[src/hw/rtl/srt_pkg.sv]
`default_nettype none

package srt_pkg;

  // sizing
  localparam int MAX_SCOPES    = 16;
  localparam int MAX_RESOURCES = 16;
  localparam int ACCESS_KINDS  = 4;

  localparam int SAW      = (MAX_SCOPES > 1) ? $clog2(MAX_SCOPES) : 1;
  localparam int RAW      = (MAX_RESOURCES > 1) ? $clog2(MAX_RESOURCES) : 1;
  localparam int SC_W     = $clog2(MAX_SCOPES + 1);
  localparam int RC_W     = $clog2(MAX_RESOURCES + 1);
  localparam int MAX_IDX  = (MAX_SCOPES > MAX_RESOURCES) ? MAX_SCOPES : MAX_RESOURCES;
  localparam int CNT_W    = $clog2(MAX_IDX + 1);
  localparam int CMP_W    = ((SC_W > RC_W) ? SC_W : RC_W) + 4;
  localparam int UNIT_W   = (MAX_SCOPES > ACCESS_KINDS) ? MAX_SCOPES : ACCESS_KINDS;
  localparam int SEL_W    = (UNIT_W > 1) ? $clog2(UNIT_W) : 1;
  localparam int ACC_AW   = SAW + RAW;
  localparam int ACC_DEPTH   = 1 << ACC_AW;
  localparam int REACH_DEPTH = 1 << SAW;

  localparam logic [3:0] KIND_LIMIT = 4'(ACCESS_KINDS);

  typedef logic [SAW-1:0]          scope_idx_t;
  typedef logic [RAW-1:0]          res_idx_t;
  typedef logic [ACC_AW-1:0]       acc_addr_t;
  typedef logic [SC_W-1:0]         scount_t;
  typedef logic [RC_W-1:0]         rcount_t;
  typedef logic [CNT_W-1:0]        cnt_t;
  typedef logic [CMP_W-1:0]        cmp_t;
  typedef logic [MAX_SCOPES-1:0]   row_t;
  typedef logic [ACCESS_KINDS-1:0] acc_word_t;
  typedef logic [UNIT_W-1:0]       unit_word_t;
  typedef logic [SEL_W-1:0]        unit_sel_t;
  typedef logic [3:0]              nibble_t;

  // operation codes
  typedef enum logic [2:0] {
    FUNC_ADD_SCOPE    = 3'd0,
    FUNC_ADD_RESOURCE = 3'd1,
    FUNC_ADD_EDGE     = 3'd2,
    FUNC_GRANT        = 3'd3,
    FUNC_QUERY_CONT   = 3'd4,
    FUNC_QUERY_ACCESS = 3'd5
  } func_e;

  typedef enum logic [3:0] {
    S_IDLE,
    S_DECODE,
    S_SWEEP,
    S_ECHK,
    S_MERGE,
    S_QCONT,
    S_QACC,
    S_GRANT,
    S_RESULT
  } state_e;

  typedef struct packed {
    logic [2:0] func;
    logic [3:0] scope_a;
    logic [3:0] scope_b;
    logic [3:0] resource_index;
    logic [2:0] access_kind;
  } in_item_t;

  typedef struct packed {
    logic       ok;
    logic [3:0] alloc_idx;
  } out_item_t;

  // control of the shared row unit
  typedef struct packed {
    unit_sel_t sel;
    logic      set_bit;
  } unit_ctl_t;

endpackage

`default_nettype wire

[src/hw/rtl/srt_ram.sv]
`default_nettype none

module srt_ram #(
  parameter int WIDTH = 8,
  parameter int DEPTH = 16
) (
  input  wire logic                     clk,
  input  wire logic                     we,
  input  wire logic [$clog2(DEPTH)-1:0] waddr,
  input  wire logic [WIDTH-1:0]         wdata,
  input  wire logic [$clog2(DEPTH)-1:0] raddr,
  output logic      [WIDTH-1:0]         rdata
);

  logic [WIDTH-1:0] mem_r [DEPTH];

  // one write port, registered read port
  always_ff @(posedge clk) begin
    if (we) begin
      mem_r[waddr] <= wdata;
    end
    rdata <= mem_r[raddr];
  end

endmodule

`default_nettype wire

[src/hw/rtl/srt_row_unit.sv]
`default_nettype none

module srt_row_unit (
  input  wire srt_pkg::unit_word_t word,
  input  wire srt_pkg::unit_word_t merge,
  input  wire srt_pkg::unit_ctl_t  ctl,
  output logic                     hit,
  output srt_pkg::unit_word_t      merged
);

  srt_pkg::unit_word_t onehot;

  // bit test at the selected position
  assign hit = word[ctl.sel];

  // or-merge, optionally setting the selected bit
  assign onehot = ctl.set_bit ? (srt_pkg::unit_word_t'(1) << ctl.sel) : '0;
  assign merged = word | merge | onehot;

endmodule

`default_nettype wire

[src/hw/rtl/scope_reachability_table.sv]
`default_nettype none

// channel  | ports                        | payload
// ---------+------------------------------+----------------------
// input    | in_valid, in_ready, in_data  | srt_pkg::in_item_t
// result   | out_valid, out_ready, out_data | srt_pkg::out_item_t
//
// one transaction at a time; in_ready is high only while the sequencer idles
// add edge: walks every allocated scope row, one matrix row per cycle
// add scope / add resource: clear MAX_RESOURCES or MAX_SCOPES permission words
// queries and grant: the tables are read through a registered read port
// refusals and self edge go from decode to the result; an edge refused as a cycle passes the cycle check first
// a result waits in the output register; a new transaction is taken meanwhile
// reset clears counts and control; table contents need no clear after reset

module scope_reachability_table (
  input  wire logic               clk,
  input  wire logic               rst_n,
  input  wire logic               in_valid,
  output logic                    in_ready,
  input  wire srt_pkg::in_item_t  in_data,
  output logic                    out_valid,
  input  wire logic               out_ready,
  output srt_pkg::out_item_t      out_data
);

  srt_pkg::state_e    state_r, state_nxt;
  srt_pkg::in_item_t  item_r;
  srt_pkg::scount_t   sc_r, sc_nxt;
  srt_pkg::rcount_t   rc_r, rc_nxt;
  srt_pkg::cnt_t      cnt_r, cnt_nxt;
  srt_pkg::cnt_t      n_r, n_nxt;
  srt_pkg::row_t      child_r, child_nxt;
  logic               res_ok_r, res_ok_nxt;
  srt_pkg::nibble_t   res_idx_r, res_idx_nxt;
  logic               out_valid_r, out_valid_nxt;
  srt_pkg::out_item_t out_item_r, out_item_nxt;

  logic                 reach_we;
  srt_pkg::scope_idx_t  reach_waddr, reach_raddr;
  srt_pkg::row_t        reach_wdata, reach_rdata;
  logic                 acc_we;
  srt_pkg::acc_addr_t   acc_waddr, acc_raddr;
  srt_pkg::acc_word_t   acc_wdata, acc_rdata;

  srt_pkg::unit_word_t  u_word, u_merge, u_merged;
  srt_pkg::unit_ctl_t   u_ctl;
  logic                 u_hit;

  logic                 a_ok, b_ok, r_ok, k_ok;
  srt_pkg::acc_addr_t   item_acc_addr;
  srt_pkg::cnt_t        prev_idx;
  logic                 sweep_last;

  // tables
  srt_ram #(
    .WIDTH (srt_pkg::MAX_SCOPES),
    .DEPTH (srt_pkg::REACH_DEPTH)
  ) u_reach_ram (
    .clk   (clk),
    .we    (reach_we),
    .waddr (reach_waddr),
    .wdata (reach_wdata),
    .raddr (reach_raddr),
    .rdata (reach_rdata)
  );

  srt_ram #(
    .WIDTH (srt_pkg::ACCESS_KINDS),
    .DEPTH (srt_pkg::ACC_DEPTH)
  ) u_acc_ram (
    .clk   (clk),
    .we    (acc_we),
    .waddr (acc_waddr),
    .wdata (acc_wdata),
    .raddr (acc_raddr),
    .rdata (acc_rdata)
  );

  srt_row_unit u_row_unit (
    .word   (u_word),
    .merge  (u_merge),
    .ctl    (u_ctl),
    .hit    (u_hit),
    .merged (u_merged)
  );

  // operand checks against allocated counts
  assign a_ok = srt_pkg::cmp_t'(item_r.scope_a) < srt_pkg::cmp_t'(sc_r);
  assign b_ok = srt_pkg::cmp_t'(item_r.scope_b) < srt_pkg::cmp_t'(sc_r);
  assign r_ok = srt_pkg::cmp_t'(item_r.resource_index) < srt_pkg::cmp_t'(rc_r);
  assign k_ok = {1'b0, item_r.access_kind} < srt_pkg::KIND_LIMIT;

  assign item_acc_addr = {srt_pkg::scope_idx_t'(item_r.scope_a),
                          srt_pkg::res_idx_t'(item_r.resource_index)};
  assign prev_idx      = cnt_r - srt_pkg::cnt_t'(1);

  assign sweep_last = (srt_pkg::func_e'(item_r.func) == srt_pkg::FUNC_ADD_SCOPE) ?
                      (cnt_r == srt_pkg::cnt_t'(srt_pkg::MAX_RESOURCES - 1)) :
                      (cnt_r == srt_pkg::cnt_t'(srt_pkg::MAX_SCOPES - 1));

  // control registers
  always_ff @(posedge clk) begin
    if (!rst_n) begin
      state_r     <= srt_pkg::S_IDLE;
      sc_r        <= '0;
      rc_r        <= '0;
      out_valid_r <= 1'b0;
    end else begin
      state_r     <= state_nxt;
      sc_r        <= sc_nxt;
      rc_r        <= rc_nxt;
      out_valid_r <= out_valid_nxt;
    end
  end

  // payload registers
  always_ff @(posedge clk) begin
    if (in_valid && in_ready) begin
      item_r <= in_data;
    end
    cnt_r      <= cnt_nxt;
    n_r        <= n_nxt;
    child_r    <= child_nxt;
    res_ok_r   <= res_ok_nxt;
    res_idx_r  <= res_idx_nxt;
    out_item_r <= out_item_nxt;
  end

  // sequencer
  always_comb begin
    state_nxt     = state_r;
    sc_nxt        = sc_r;
    rc_nxt        = rc_r;
    cnt_nxt       = cnt_r;
    n_nxt         = n_r;
    child_nxt     = child_r;
    res_ok_nxt    = res_ok_r;
    res_idx_nxt   = res_idx_r;
    out_valid_nxt = out_valid_r && !out_ready;
    out_item_nxt  = out_item_r;

    reach_we    = 1'b0;
    reach_waddr = '0;
    reach_wdata = srt_pkg::row_t'(u_merged);
    reach_raddr = '0;
    acc_we      = 1'b0;
    acc_waddr   = item_acc_addr;
    acc_wdata   = srt_pkg::acc_word_t'(u_merged);
    acc_raddr   = item_acc_addr;

    u_word      = '0;
    u_merge     = '0;
    u_ctl.sel   = '0;
    u_ctl.set_bit = 1'b0;

    unique case (state_r)
      srt_pkg::S_IDLE: begin
        if (in_valid) begin
          state_nxt = srt_pkg::S_DECODE;
        end
      end

      srt_pkg::S_DECODE: begin
        res_ok_nxt  = 1'b0;
        res_idx_nxt = '0;
        state_nxt   = srt_pkg::S_RESULT;
        case (srt_pkg::func_e'(item_r.func))
          srt_pkg::FUNC_ADD_SCOPE: begin
            if (sc_r < srt_pkg::scount_t'(srt_pkg::MAX_SCOPES)) begin
              // new row holds only its diagonal bit
              u_ctl.sel     = srt_pkg::unit_sel_t'(sc_r);
              u_ctl.set_bit = 1'b1;
              reach_we      = 1'b1;
              reach_waddr   = srt_pkg::scope_idx_t'(sc_r);
              res_ok_nxt    = 1'b1;
              res_idx_nxt   = srt_pkg::nibble_t'(sc_r);
              n_nxt         = srt_pkg::cnt_t'(sc_r);
              cnt_nxt       = '0;
              sc_nxt        = sc_r + srt_pkg::scount_t'(1);
              state_nxt     = srt_pkg::S_SWEEP;
            end
          end
          srt_pkg::FUNC_ADD_RESOURCE: begin
            if (rc_r < srt_pkg::rcount_t'(srt_pkg::MAX_RESOURCES)) begin
              res_ok_nxt  = 1'b1;
              res_idx_nxt = srt_pkg::nibble_t'(rc_r);
              n_nxt       = srt_pkg::cnt_t'(rc_r);
              cnt_nxt     = '0;
              rc_nxt      = rc_r + srt_pkg::rcount_t'(1);
              state_nxt   = srt_pkg::S_SWEEP;
            end
          end
          srt_pkg::FUNC_ADD_EDGE: begin
            if (a_ok && b_ok) begin
              if (item_r.scope_a == item_r.scope_b) begin
                res_ok_nxt = 1'b1;
              end else begin
                reach_raddr = srt_pkg::scope_idx_t'(item_r.scope_b);
                state_nxt   = srt_pkg::S_ECHK;
              end
            end
          end
          srt_pkg::FUNC_GRANT: begin
            if (a_ok && r_ok && k_ok) begin
              state_nxt = srt_pkg::S_GRANT;
            end
          end
          srt_pkg::FUNC_QUERY_CONT: begin
            if (a_ok && b_ok) begin
              reach_raddr = srt_pkg::scope_idx_t'(item_r.scope_a);
              state_nxt   = srt_pkg::S_QCONT;
            end
          end
          srt_pkg::FUNC_QUERY_ACCESS: begin
            if (a_ok && r_ok && k_ok) begin
              state_nxt = srt_pkg::S_QACC;
            end
          end
          default: begin
          end
        endcase
      end

      // clear the permission row or column of the new index
      srt_pkg::S_SWEEP: begin
        acc_we    = 1'b1;
        acc_wdata = '0;
        if (srt_pkg::func_e'(item_r.func) == srt_pkg::FUNC_ADD_SCOPE) begin
          acc_waddr = {n_r[srt_pkg::SAW-1:0], cnt_r[srt_pkg::RAW-1:0]};
        end else begin
          acc_waddr = {cnt_r[srt_pkg::SAW-1:0], n_r[srt_pkg::RAW-1:0]};
        end
        cnt_nxt = cnt_r + srt_pkg::cnt_t'(1);
        if (sweep_last) begin
          state_nxt = srt_pkg::S_RESULT;
        end
      end

      // cycle check: refuse when the child already contains the parent
      srt_pkg::S_ECHK: begin
        u_word    = srt_pkg::unit_word_t'(reach_rdata);
        u_ctl.sel = srt_pkg::unit_sel_t'(item_r.scope_a);
        child_nxt = reach_rdata;
        if (u_hit) begin
          state_nxt = srt_pkg::S_RESULT;
        end else begin
          reach_raddr = '0;
          cnt_nxt     = srt_pkg::cnt_t'(1);
          state_nxt   = srt_pkg::S_MERGE;
        end
      end

      // row prev_idx is in; fold child in if it reaches the parent
      srt_pkg::S_MERGE: begin
        u_word      = srt_pkg::unit_word_t'(reach_rdata);
        u_merge     = srt_pkg::unit_word_t'(child_r);
        u_ctl.sel   = srt_pkg::unit_sel_t'(item_r.scope_a);
        reach_we    = u_hit;
        reach_waddr = srt_pkg::scope_idx_t'(prev_idx);
        reach_raddr = srt_pkg::scope_idx_t'(cnt_r);
        if (cnt_r == srt_pkg::cnt_t'(sc_r)) begin
          res_ok_nxt = 1'b1;
          state_nxt  = srt_pkg::S_RESULT;
        end else begin
          cnt_nxt = cnt_r + srt_pkg::cnt_t'(1);
        end
      end

      srt_pkg::S_QCONT: begin
        u_word     = srt_pkg::unit_word_t'(reach_rdata);
        u_ctl.sel  = srt_pkg::unit_sel_t'(item_r.scope_b);
        res_ok_nxt = u_hit;
        state_nxt  = srt_pkg::S_RESULT;
      end

      srt_pkg::S_QACC: begin
        u_word     = srt_pkg::unit_word_t'(acc_rdata);
        u_ctl.sel  = srt_pkg::unit_sel_t'(item_r.access_kind);
        res_ok_nxt = u_hit;
        state_nxt  = srt_pkg::S_RESULT;
      end

      // read-modify-write of one permission word
      srt_pkg::S_GRANT: begin
        u_word        = srt_pkg::unit_word_t'(acc_rdata);
        u_ctl.sel     = srt_pkg::unit_sel_t'(item_r.access_kind);
        u_ctl.set_bit = 1'b1;
        acc_we        = 1'b1;
        res_ok_nxt    = 1'b1;
        state_nxt     = srt_pkg::S_RESULT;
      end

      // hand the result to the output register once it is free
      srt_pkg::S_RESULT: begin
        if (!out_valid_r || out_ready) begin
          out_valid_nxt          = 1'b1;
          out_item_nxt.ok        = res_ok_r;
          out_item_nxt.alloc_idx = res_idx_r;
          state_nxt              = srt_pkg::S_IDLE;
        end
      end

      default: begin
        state_nxt = srt_pkg::S_IDLE;
      end
    endcase
  end

  assign in_ready  = (state_r == srt_pkg::S_IDLE);
  assign out_valid = out_valid_r;
  assign out_data  = out_item_r;

endmodule

`default_nettype wire

[config.mk]
export PLATFORM = sky130hd
export DESIGN_NAME = scope_reachability_table
export DESIGN_NICKNAME = d
export VERILOG_FILES = /design/src/hw/rtl/srt_pkg.sv /design/src/hw/rtl/srt_ram.sv /design/src/hw/rtl/srt_row_unit.sv /design/src/hw/rtl/scope_reachability_table.sv
export SDC_FILE = /design/constraint.sdc
export NUM_CORES = 1
export LEC_CHECK = 0
export BUFFER_PORTS_ARGS = -buffer_cell sky130_fd_sc_hd__buf_2
export CORE_ASPECT_RATIO = 0.75
export CORE_UTILIZATION = 30
export DETAILED_ROUTE_END_ITERATION = 8
export PLACE_DENSITY = 0.52
export SKIP_CTS_REPAIR_TIMING = 1
export SLEW_MARGIN = 20
export SYNTH_ARGS = -nofsm -noshare
export SYNTH_HDL_FRONTEND = slang
export SYNTH_SLANG_ARGS = --single-unit
[constraint.sdc]
create_clock -name clk -period 14.1 [get_ports clk]
set_input_delay 0.705 -clock clk [delete_from_list [all_inputs] [get_ports clk]]
set_output_delay 0.705 -clock clk [all_outputs]
set_load 0.005 [all_outputs]
== Yosys cells after proc, flatten, opt, wreduce, memory -nomap -nowiden ==
Memory sizes are Yosys's and may differ from the RTL's. A register that Yosys moved wholly into a read port is not among the register bits.
Index checks and enable logic that the tools add are counted.

* Register bits: 68
* Memories: 2
* Bits in writable memories: 1280
* Input bits: 22
* Word-level logic and storage cells: 146

{| class="wikitable"
|+ Memories
! name !! depth !! width !! rd ports !! clocked after Yosys merged registers in !! write ports !! line !! RTL
|-
| u_acc_ram.mem_r || 256 || 4 || 1 || 1 || 1 || srt_ram.sv:15 || <nowiki>logic [WIDTH-1:0] mem_r [DEPTH];</nowiki>
|-
| u_reach_ram.mem_r || 16 || 16 || 1 || 1 || 1 || srt_ram.sv:15 ||
|}

* $lt $le $gt $ge: 7
* Bitwise logic cells: 2
* Muxes and demuxes: 61
* Eq/ne operators: 27
* $add $sub $neg: 4
* Reductions and logical operators: 26
* Shifts and indexed selects: 1

{| class="wikitable"
|+ Operators by type and width
! kind !! count
|-
| 4-bit 2-to-1 mux || 21
|-
| 4-bit one-hot mux with 2 select lines || 5
|-
| 16-bit 2-to-1 mux || 2
|-
| 16-bit bitwise OR || 2
|-
| 16-bit one-hot mux with 2 select lines || 1
|-
| 5-bit 2-to-1 mux || 6
|-
| 4-bit one-hot mux with 7 select lines || 1
|-
| 4-bit one-hot mux with 6 select lines || 1
|-
| 5-bit one-hot mux with 4 select lines || 1
|-
| 4-bit by 3-bit equality test with 1-bit output (second input constant) || 4
|-
| 8-bit 2-to-1 mux || 2
|-
| 4-bit one-hot mux with 4 select lines || 1
|-
| 1-bit by 4-bit << shifter with 16-bit output (first input constant) || 1
|-
| 5-bit by 1-bit adder with 5-bit output (second input constant) || 3
|-
| 4-bit by 5-bit less-than comparator with 1-bit output || 3
|-
| 1-bit 2-to-1 mux || 14
|-
| 2-bit inequality test (second input constant) || 7
|-
| 5-bit less-than comparator (second input constant) || 2
|-
| 5-bit one-hot mux with 2 select lines || 1
|-
| 4-bit by 2-bit equality test with 1-bit output (second input constant) || 2
|-
| 4-bit AND reduction || 2
|-
| 4-bit nonzero test || 2
|-
| 2-bit OR reduction || 4
|-
| 3-bit by 2-bit equality test with 1-bit output (second input constant) || 2
|-
| 27 further kinds || 38
|}

== Longest topological paths before layout ==
Gate-level depths: netlist of the first run.

* Depth after elaboration: 9
* Mapped depth: 14

== Hierarchy ==
A second synthesis of the first run with hierarchy kept.

* Cell total of the unflattened synthesis: 2909
* Area, all modules: 54957.7 µm²

{| class="wikitable"
|+ By module, submodules not included
! module !! seq. area each (µm²) !! instances !! area an instance (µm²) !! cells each
|-
| srt_ram at u_acc_ram || 30829.6 || 1 || 40675.3 || 2051
|-
| srt_ram at u_reach_ram || 8007.7 || 1 || 10043.4 || 432
|-
| scope_reachability_table || 1891.8 || 1 || 3887.5 || 379
|-
| srt_row_unit || 0.0 || 1 || 351.6 || 47
|}

== Worst setup path before layout of the first run ==
No wires, ideal clock.

* Kind: register -> register
* Start: register state_r[3]
* End: memory u_acc_ram.mem_r[0][0] (netlist name) (data pin)
* Library setup time: 2.192 ns
* Buffers on the path: 0
* Arrival time: 11.862 ns
* Path slack: 0.046 ns
* Stages on the path, launching flop included: 8
* Cell sequence: dfxtp_1 nor2_4 nand3_1 inv_1 or2_1 a221oi_1 nand4_1 o21ai_0

* Longest elaborated chain between the ends: 7

{| class="wikitable"
|+ Ends and longest elaborated chain
! what !! line !! RTL
|-
| start, declared || scope_reachability_table.sv:27 || <nowiki>srt_pkg::state_e state_r, state_nxt;</nowiki>
|-
| start signal, assigned || scope_reachability_table.sv:105 || <nowiki>state_r <= srt_pkg::S_IDLE;</nowiki>
|-
| start signal, assigned || scope_reachability_table.sv:110 || <nowiki>state_r <= state_nxt;</nowiki>
|-
| 4-bit by 3-bit equality test with 1-bit output / 4-bit by 2-bit equality test with 1-bit output (equally long branches) || scope_reachability_table.sv:157 || <nowiki>unique case (state_r)</nowiki>
|-
| 2-bit OR reduction (no source line) || - ||
|-
| 4-bit one-hot mux with 4 select lines || scope_reachability_table.sv:157 ||
|-
| 1-bit by 4-bit << shifter with 16-bit output || srt_row_unit.sv:17 || <nowiki>assign onehot = ctl.set_bit ? (srt_pkg::unit_word_t'(1) << ctl.sel) : '0;</nowiki>
|-
| 16-bit 2-to-1 mux || srt_row_unit.sv:17 ||
|-
| 16-bit bitwise OR || srt_row_unit.sv:18 || <nowiki>assign merged = word | merge | onehot;</nowiki>
|-
| 4-bit 2-to-1 mux (*) || scope_reachability_table.sv:157 ||
|-
| net acc_wdata[0] || scope_reachability_table.sv:44 || <nowiki>srt_pkg::acc_word_t acc_wdata, acc_rdata;</nowiki>
|-
| end, declared || srt_ram.sv:15 ||
|}

Mark *: on every way through the listed nets, which the timed path passes. The rest lies on a longest branch.

== Worst setup path in the final report of the first run ==
* Start: register state_r[3]
* End: memory u_acc_ram.mem_r[121][1] (netlist name) (data pin)

The elaborated chain is that of the path after synthesis.

==> impl_metrics.yaml, run 1 <==
cells_and_area:
  n_fill_cell: 17089
  area_delta_synth_final_pct: 13.2
  fin_nets: 2960
  fin_cells: 5420
  finish.instance_area_um2: 62300
  drive_gt1_frac: 0.235
  insertedDiodeCount: 0
critical_path:
  r2r_end: "u_acc_ram.mem_r[121][1]"
  criticalPathCategory: "reg -> reg"
  start_kind: "flip-flop"
  reg2reg_setup_slack_ns: 8.52
  r2r_cells: 10
  arrival_ns: 5.99
  critPathCaptureType: "flip-flop"
  r2r_start: "state_r[3]"
  cp-endpoint: "u_acc_ram.mem_r[121][1]"
  startpoint: "state_r[3]"
  crit_fanout: 108
  worstPathRequired_ns: 14.51
routing:
  wirelength_um: 136000
  wl_per_cell_um: 25.0
  drc: 0
  via_per_inst: 5.06
  firstDrtPassIters: 5
  drt_iter0_drc: 3023
  ant_nets: 0
  vias: 27445
cts:
  cts_buffer_depth: 3
  htreeDepth: 4
  root_buffer: "clkbuf_16"
  cts_sinks: 1368
  numCtsBuffers: 132
  clk_pin_slew_ns: 0.06
  cts_tree: "built"
  clk_latency_ns: 0.76
placement:
  place_area_um2: 58100
  hpwl_um: 82400
  gp_congestion: 0.800
  port_buffers: 28
  dpl.cell_count: 5187
  place_ws_ns: 8.26
timing:
  maxSlewHeadroom: 0.227
  fmax_mhz: 179
  tns_ns: 0
  worstMarginPinSlew_ns: 1.16
  hold_viol: 0
  rsz0062_at_grt: "no"
  holdWs_ns: 0.133
  setup_ws_ns: 8.52
  skew_ns: 0.0262
  setup_violations: 0
  fin_crit_ns: 5.58
  drv_slew: 0
  period_share: 0.396
floorplanning:
  initial_core_util: 0.303
  rows: 135
  die_h_um: 373
  num_io_pins: 29
  die-area_um2: 185000
  dieWidth_um: 496
  core_um2: 181000
global_routing:
  grt_pass1_vias: 27409
  overflow: 0
  grt_max_degree: 129
  antenna_found_initial: 4
  track_usage: 0.146
  grt_pass1_wl_um: 198000
power_and_ir_drop:
  peakVddDrop_uv: 81.7
  p_per_area_nw_per_um2: 148
  power.leakage_nw: 18.3
yosys:
  synthFlopType: "edfxtp_1"
  postSynthCellCount: 2861
  ys_warn_count: 0
  syn_nets: 2897
  async_flop_share: 0
  seq_area_frac_synth: 0.740
  syn_area_per_cell_um2: 19.2
  ys_ff_latch: 1368
  synth.distinct_cells: 70
  synth_edf_count: 1333
  netlist_area_um2: 55000
status:
  status: "finished, final reports clean"
worst_hold_path:
  hold_path.class: "in -> reg"
job:
  drv_cap: 0
[cell type report]
| class | count | area, um^2 | area share |
|---|---|---|---|
| sequential | 1368 | 40700 | 0.654 |
| multi-input combinational | 1309 | 13600 | 0.218 |
| clock buffer | 163 | 3460 | 0.0556 |
| tap | 2397 | 3000 | 0.0482 |
| timing repair buffer | 99 | 738 | 0.0119 |
| clock inverter | 70 | 708 | 0.0114 |
| inverter | 14 | 52.6 | 0.000844 |
[cells in the mapped netlist, types with 16 or more instances]
library cell / count / area [um^2]
a21oi_1: 48 / 240
a22oi_1: 18 / 135
buf_2: 54 / 270
clkbuf_1: 93 / 349
dfxtp_1: 35 / 701
edfxtp_1: 1333 / 40000
mux2_1: 20 / 225
mux2_2: 46 / 518
mux2i_1: 72 / 721
mux4_2: 336 / 7570
nand2_1: 132 / 495
nor2_1: 344 / 1290
nor2b_1: 17 / 106
o2111ai_1: 16 / 140
o211ai_1: 49 / 368
o21ai_0: 29 / 145
[worst max-delay path: stages (launching register included)]
cell      delay, ns
dfxtp_1        0.67
nor2_4         0.11
nand3_1        0.14
inv_1          0.36
or2_1          0.41
a221oi_1       0.62
nand4_1        0.42
o21ai_4        0.24
buf_4          0.67
buf_4          0.71
buf_6          0.67
[cells in the final DEF, fill, tap and decap left out, types with 7 or more instances in the layout]
master / instances
nor2b_1: 17
nand3_1: 14
a21oi_1: 48
clkinv_2: 23
mux2i_1: 72
a22oi_1: 17
mux2_1: 20
a221o_1: 8
nor2_1: 326
o21ai_1: 7
a21o_1: 12
clkbuf_1: 27
mux2_2: 46
edfxtp_1: 1333
clkbuf_16: 132
xnor2_1: 14
nand2b_1: 8
nor2_2: 15
mux4_2: 336
and2_1: 10
clkinv_1: 20
o2111ai_1: 16
nand4_1: 9
o21ai_0: 23
buf_2: 28
inv_1: 13
bufinv_16: 9
dfxtp_1: 35
buf_4: 65
nor3_1: 9
nand3b_1: 7
a31oi_1: 8
ha_1: 14
o211ai_1: 49
nand2_1: 131
[per-layer routing]
layer  wire length [um]  global-route usage
met1              66800               0.230
met5                  0                   0
met4               1850              0.0296
met2              57900               0.204
met3               9040              0.0304
[power breakdown]
group / leakage [nW] / internal, mW / switching (mW)
Sequential: 11.7 / 4.53 / 0.0711
Clock: 2.04 / 1.93 / 1.56
Combinational: 4.62 / 0.455 / 0.650
Total: 18.3 / 6.92 / 2.28
[sequential cells by signal, summed over array words and instances (netlist names)]
signal             cells
acc_raddr              8
sc_r                   5
rc_r                   5
child_r               16
u_reach_ram.mem_r    256
item_r                10
out_data               5
u_reach_ram.rdata     16
cnt_r                  5
state_r                4
res_idx_r              4
u_acc_ram.mem_r     1024
u_acc_ram.rdata        4
out_valid              1
res_ok_r               1
n_r                    4
[stage by stage]
step	utilization	power, mW
CTS	0.343	9.28
global route	0.343	9.49
finish	0.343	9.19
global placement	0.320	5.80
floorplan	-	5.44
detailed placement	0.320	5.80
[cells by family (layout without fill, tap and decap cells)]
group,count (synthesis),in the layout,synth area share
fa+ha+maj,14,14,0.00318
flops,1368,1368,0.740
simple gates,574,574,0.0444
mux,474,474,0.164
buf+inv,184,346,0.0155
xor+xnor,20,20,0.00318
compound gates,227,227,0.0292
[how the worst min path moves through the flow]
stage,start,to,depth (start not counted)
after global routing,in_data[5],acc_raddr[2],1
after detailed placement,res_ok_r,out_data[4],0
final,in_data[4],acc_raddr[1],1
after floorplan,res_idx_r[0],out_data[0],0
after global placement,res_idx_r[3],out_data[3],0
after CTS,in_data[4],acc_raddr[1],1
(Power assumes the default switching activity.)
==> inputs of run 2 (changes only) <==
Settings changed: ABC_AREA set to 1, PLACE_DENSITY 0.52 to 0.51.
Clock period 14.1 ns to 5.65 ns, I/O delays scaled along.
==> run 2 against run 1 <==
  * Final area increased by 3.3%
  * Final cell count increased by 39%
  * Utilization decreased by 0.20 points
==> impl_metrics.yaml, run 2 <==
critical_path:
  crit_path_max_incr_delay_ns: 0.89
  worst_path_dominant_cell_family: "simple AND/OR/NAND/NOR gates"
  arrival_ns: 4.84
  path_common_cell: "nor2_1"
  cp_cell_sequence: "inv_2 > nand3_1 > nor2_1 > nand2_2 > nor2_2 > nor3_1 > inv_1 > nor2_1 > a221o_4 > buf_4"
  cp_num_buf_inv: 3
  worstPathRequired_ns: 6.14
  start_kind: "flip-flop"
  reg2reg_setup_slack_ns: 1.30
  r2r_start: "item_r[17]"
  critPathSlowestCell: "a221o_4"
  criticalPathCategory: "reg -> reg"
  startpoint: "item_r[17]"
  crit_fanout: 56
  critPathCaptureType: "flip-flop"
routing:
  via_per_inst: 5.13
  drc: 0
  wirelength_um: 168000
  firstDrtPassIters: 6
  vias: 38601
  wl_per_cell_um: 22.3
  drt_iter0_drc: 4822
  ant_nets: 0
floorplanning:
  rows: 138
  initial_core_util: 0.302
  num_io_pins: 29
  dieWidth_um: 505
  die_h_um: 379
  die-area_um2: 192000
  core_um2: 189000
placement:
  port_buffers: 28
  gp_congestion: 0.838
  dpl.cell_count: 7252
  hpwl_um: 96700
timing:
  maxSlewHeadroom: 0.209
  rsz0062_at_grt: "no"
  setup_violations: 0
  drv_slew: 0
  period_share: 0.770
  tns_ns: 0
  worstMarginPinSlew_ns: 1.18
  fin_crit_ns: 4.35
  skew_ns: 0.0298
  fmax_mhz: 230
  hold_viol: 0
cts:
  numCtsBuffers: 133
  cts_sinks: 1368
  htreeDepth: 4
  cts_tree: "built"
  clk_pin_slew_ns: 0.07
  clk_latency_ns: 0.77
  root_buffer: "clkbuf_16"
  cts_buffer_depth: 3
yosys:
  yosys.area.top_type: "edfxtp_1"
  synthFlopType: "edfxtp_1"
  yosysTopAreaCellShare: 0.703
  netlist_area_um2: 56900
  seq_area_frac_synth: 0.715
  postSynthCellCount: 4961
  syn_nets: 4997
  synth_commonest_cells: "edfxtp_1, nor2_1, nand2_1, o21ai_0, nand3_1"
  synth_edf_count: 1333
  ys_ff_latch: 1368
  synthTopCellsByArea: "edfxtp_1, nor2_1, nand2_1"
  ys_warn_count: 0
  async_flop_share: 0
  yosysMostFrequentCell: "edfxtp_1"
  synth.distinct_cells: 42
  syn_area_per_cell_um2: 11.5
global_routing:
  overflow: 0
  grt_pass1_vias: 36312
  grt_max_degree: 206
  track_usage: 0.172
  antenna_found_initial: 11
  grt_pass1_wl_um: 247000
status:
  status: "finished, final reports clean"
worst_hold_path:
  timing.hold.worst.start: "in_valid"
  hold_path.class: "in -> reg"
cells_and_area:
  area_delta_synth_final_pct: 13.0
  drive_gt1_frac: 0.0740
  fin_cells: 7521
  reg_top3: "u_acc_ram.mem_r: 1024 flops, u_reach_ram.mem_r: 256 flops"
  fin_nets: 4923
  n_fill_cell: 18800
  final_cell_mix: "edfxtp_1, nor2_1, nand2_1"
  largest_reg_flops: 1024
  regMostFlops: "u_acc_ram.mem_r"
  final_common_cell: "edfxtp_1"
  utilization: 0.341
power_and_ir_drop:
  peakVddDrop_uv: 219
  p_per_area_nw_per_um2: 379
  power.leakage_nw: 21.1
job:
  drv_cap: 0
## run 2: changes by cell type after synthesis, sizes merged, moves of 17 or more
cell,change
nor2b,-17
clkbuf,+116
mux2,-66
nand3,+433
o21ai,+550
buf,+39
inv,+142
nor2,+518
o211ai,-40
mux2i,-72
mux4,-336
o22ai,+264
nand2,+669
## run 2: kinds of logic after synthesis
family / after synthesis / share of synthesized area
XOR/XNOR: 5 / 0.000769
AND/OR/NAND/NOR: 2150 / 0.156
adder cells (fa/ha/maj): 14 / 0.00308
buffers and inverters: 485 / 0.0347
AO/OA/AOI/OAI: 939 / 0.0905
flip-flops: 1368 / 0.715
## run 2: cell type report
class | instances | area, um^2 | area share
Sequential cell | 1368 | 40700 | 0.633
Multi-Input combinational cell | 3108 | 14400 | 0.224
Tap cell | 2520 | 3150 | 0.0490
Antenna cell | 2 | 5.00 | 0.0000778
Timing Repair Buffer | 116 | 1050 | 0.0163
Inverter | 160 | 616 | 0.00957
Clock buffer | 167 | 3520 | 0.0547
Clock inverter | 80 | 836 | 0.0130
## run 2: metrics by stage
stage               total power, mW  setup slack [ns]  hold WS, ns  area, um^2
floorplan                      14.0            0.0259        0.380       56900
detailed placement             15.4              1.36        0.442       59800
global placement               15.4              1.49        0.451       59700
global route                   25.2             0.957       0.0678       64300
finish                         24.4              1.30       0.0585       64300
CTS                            24.5              1.30       -0.346       64100
## run 2: worst paths after layout
check / end / depth (start not counted)
worst min register to register: out_data[3] / 0
worst max register to register: u_acc_ram.mem_r[135][3] / 10
worst max-delay path: u_acc_ram.mem_r[135][3] / 10
worst min-delay path: state_r[0] / 5
## run 2: power breakdown
part / total [mW] / switching (mW) / internal (mW)
Sequential: 11.5 / 0.117 / 11.4
Combinational: 3.76 / 2.87 / 0.891
Clock: 9.12 / 4.08 / 5.04
## run 2: routing by layer
layer,wire [um],vias up,GRT usage
li1,-,17579,-
met1,82200,19352,0.270
met2,69200,1488,0.241
met3,13700,176,0.0306
met4,2640,6,0.0385
met5,40,-,0
## run 2: worst reg2reg max path, stage by stage (launching register included)
cell and delay (ns):
edfxtp_1 0.45, inv_2 0.08, nand3_1 0.35, nor2_1 0.17, nand2_2 0.17, nor2_2 0.14
nor3_1 0.30, inv_1 0.13, nor2_1 0.79, a221o_4 0.89, buf_4 0.60
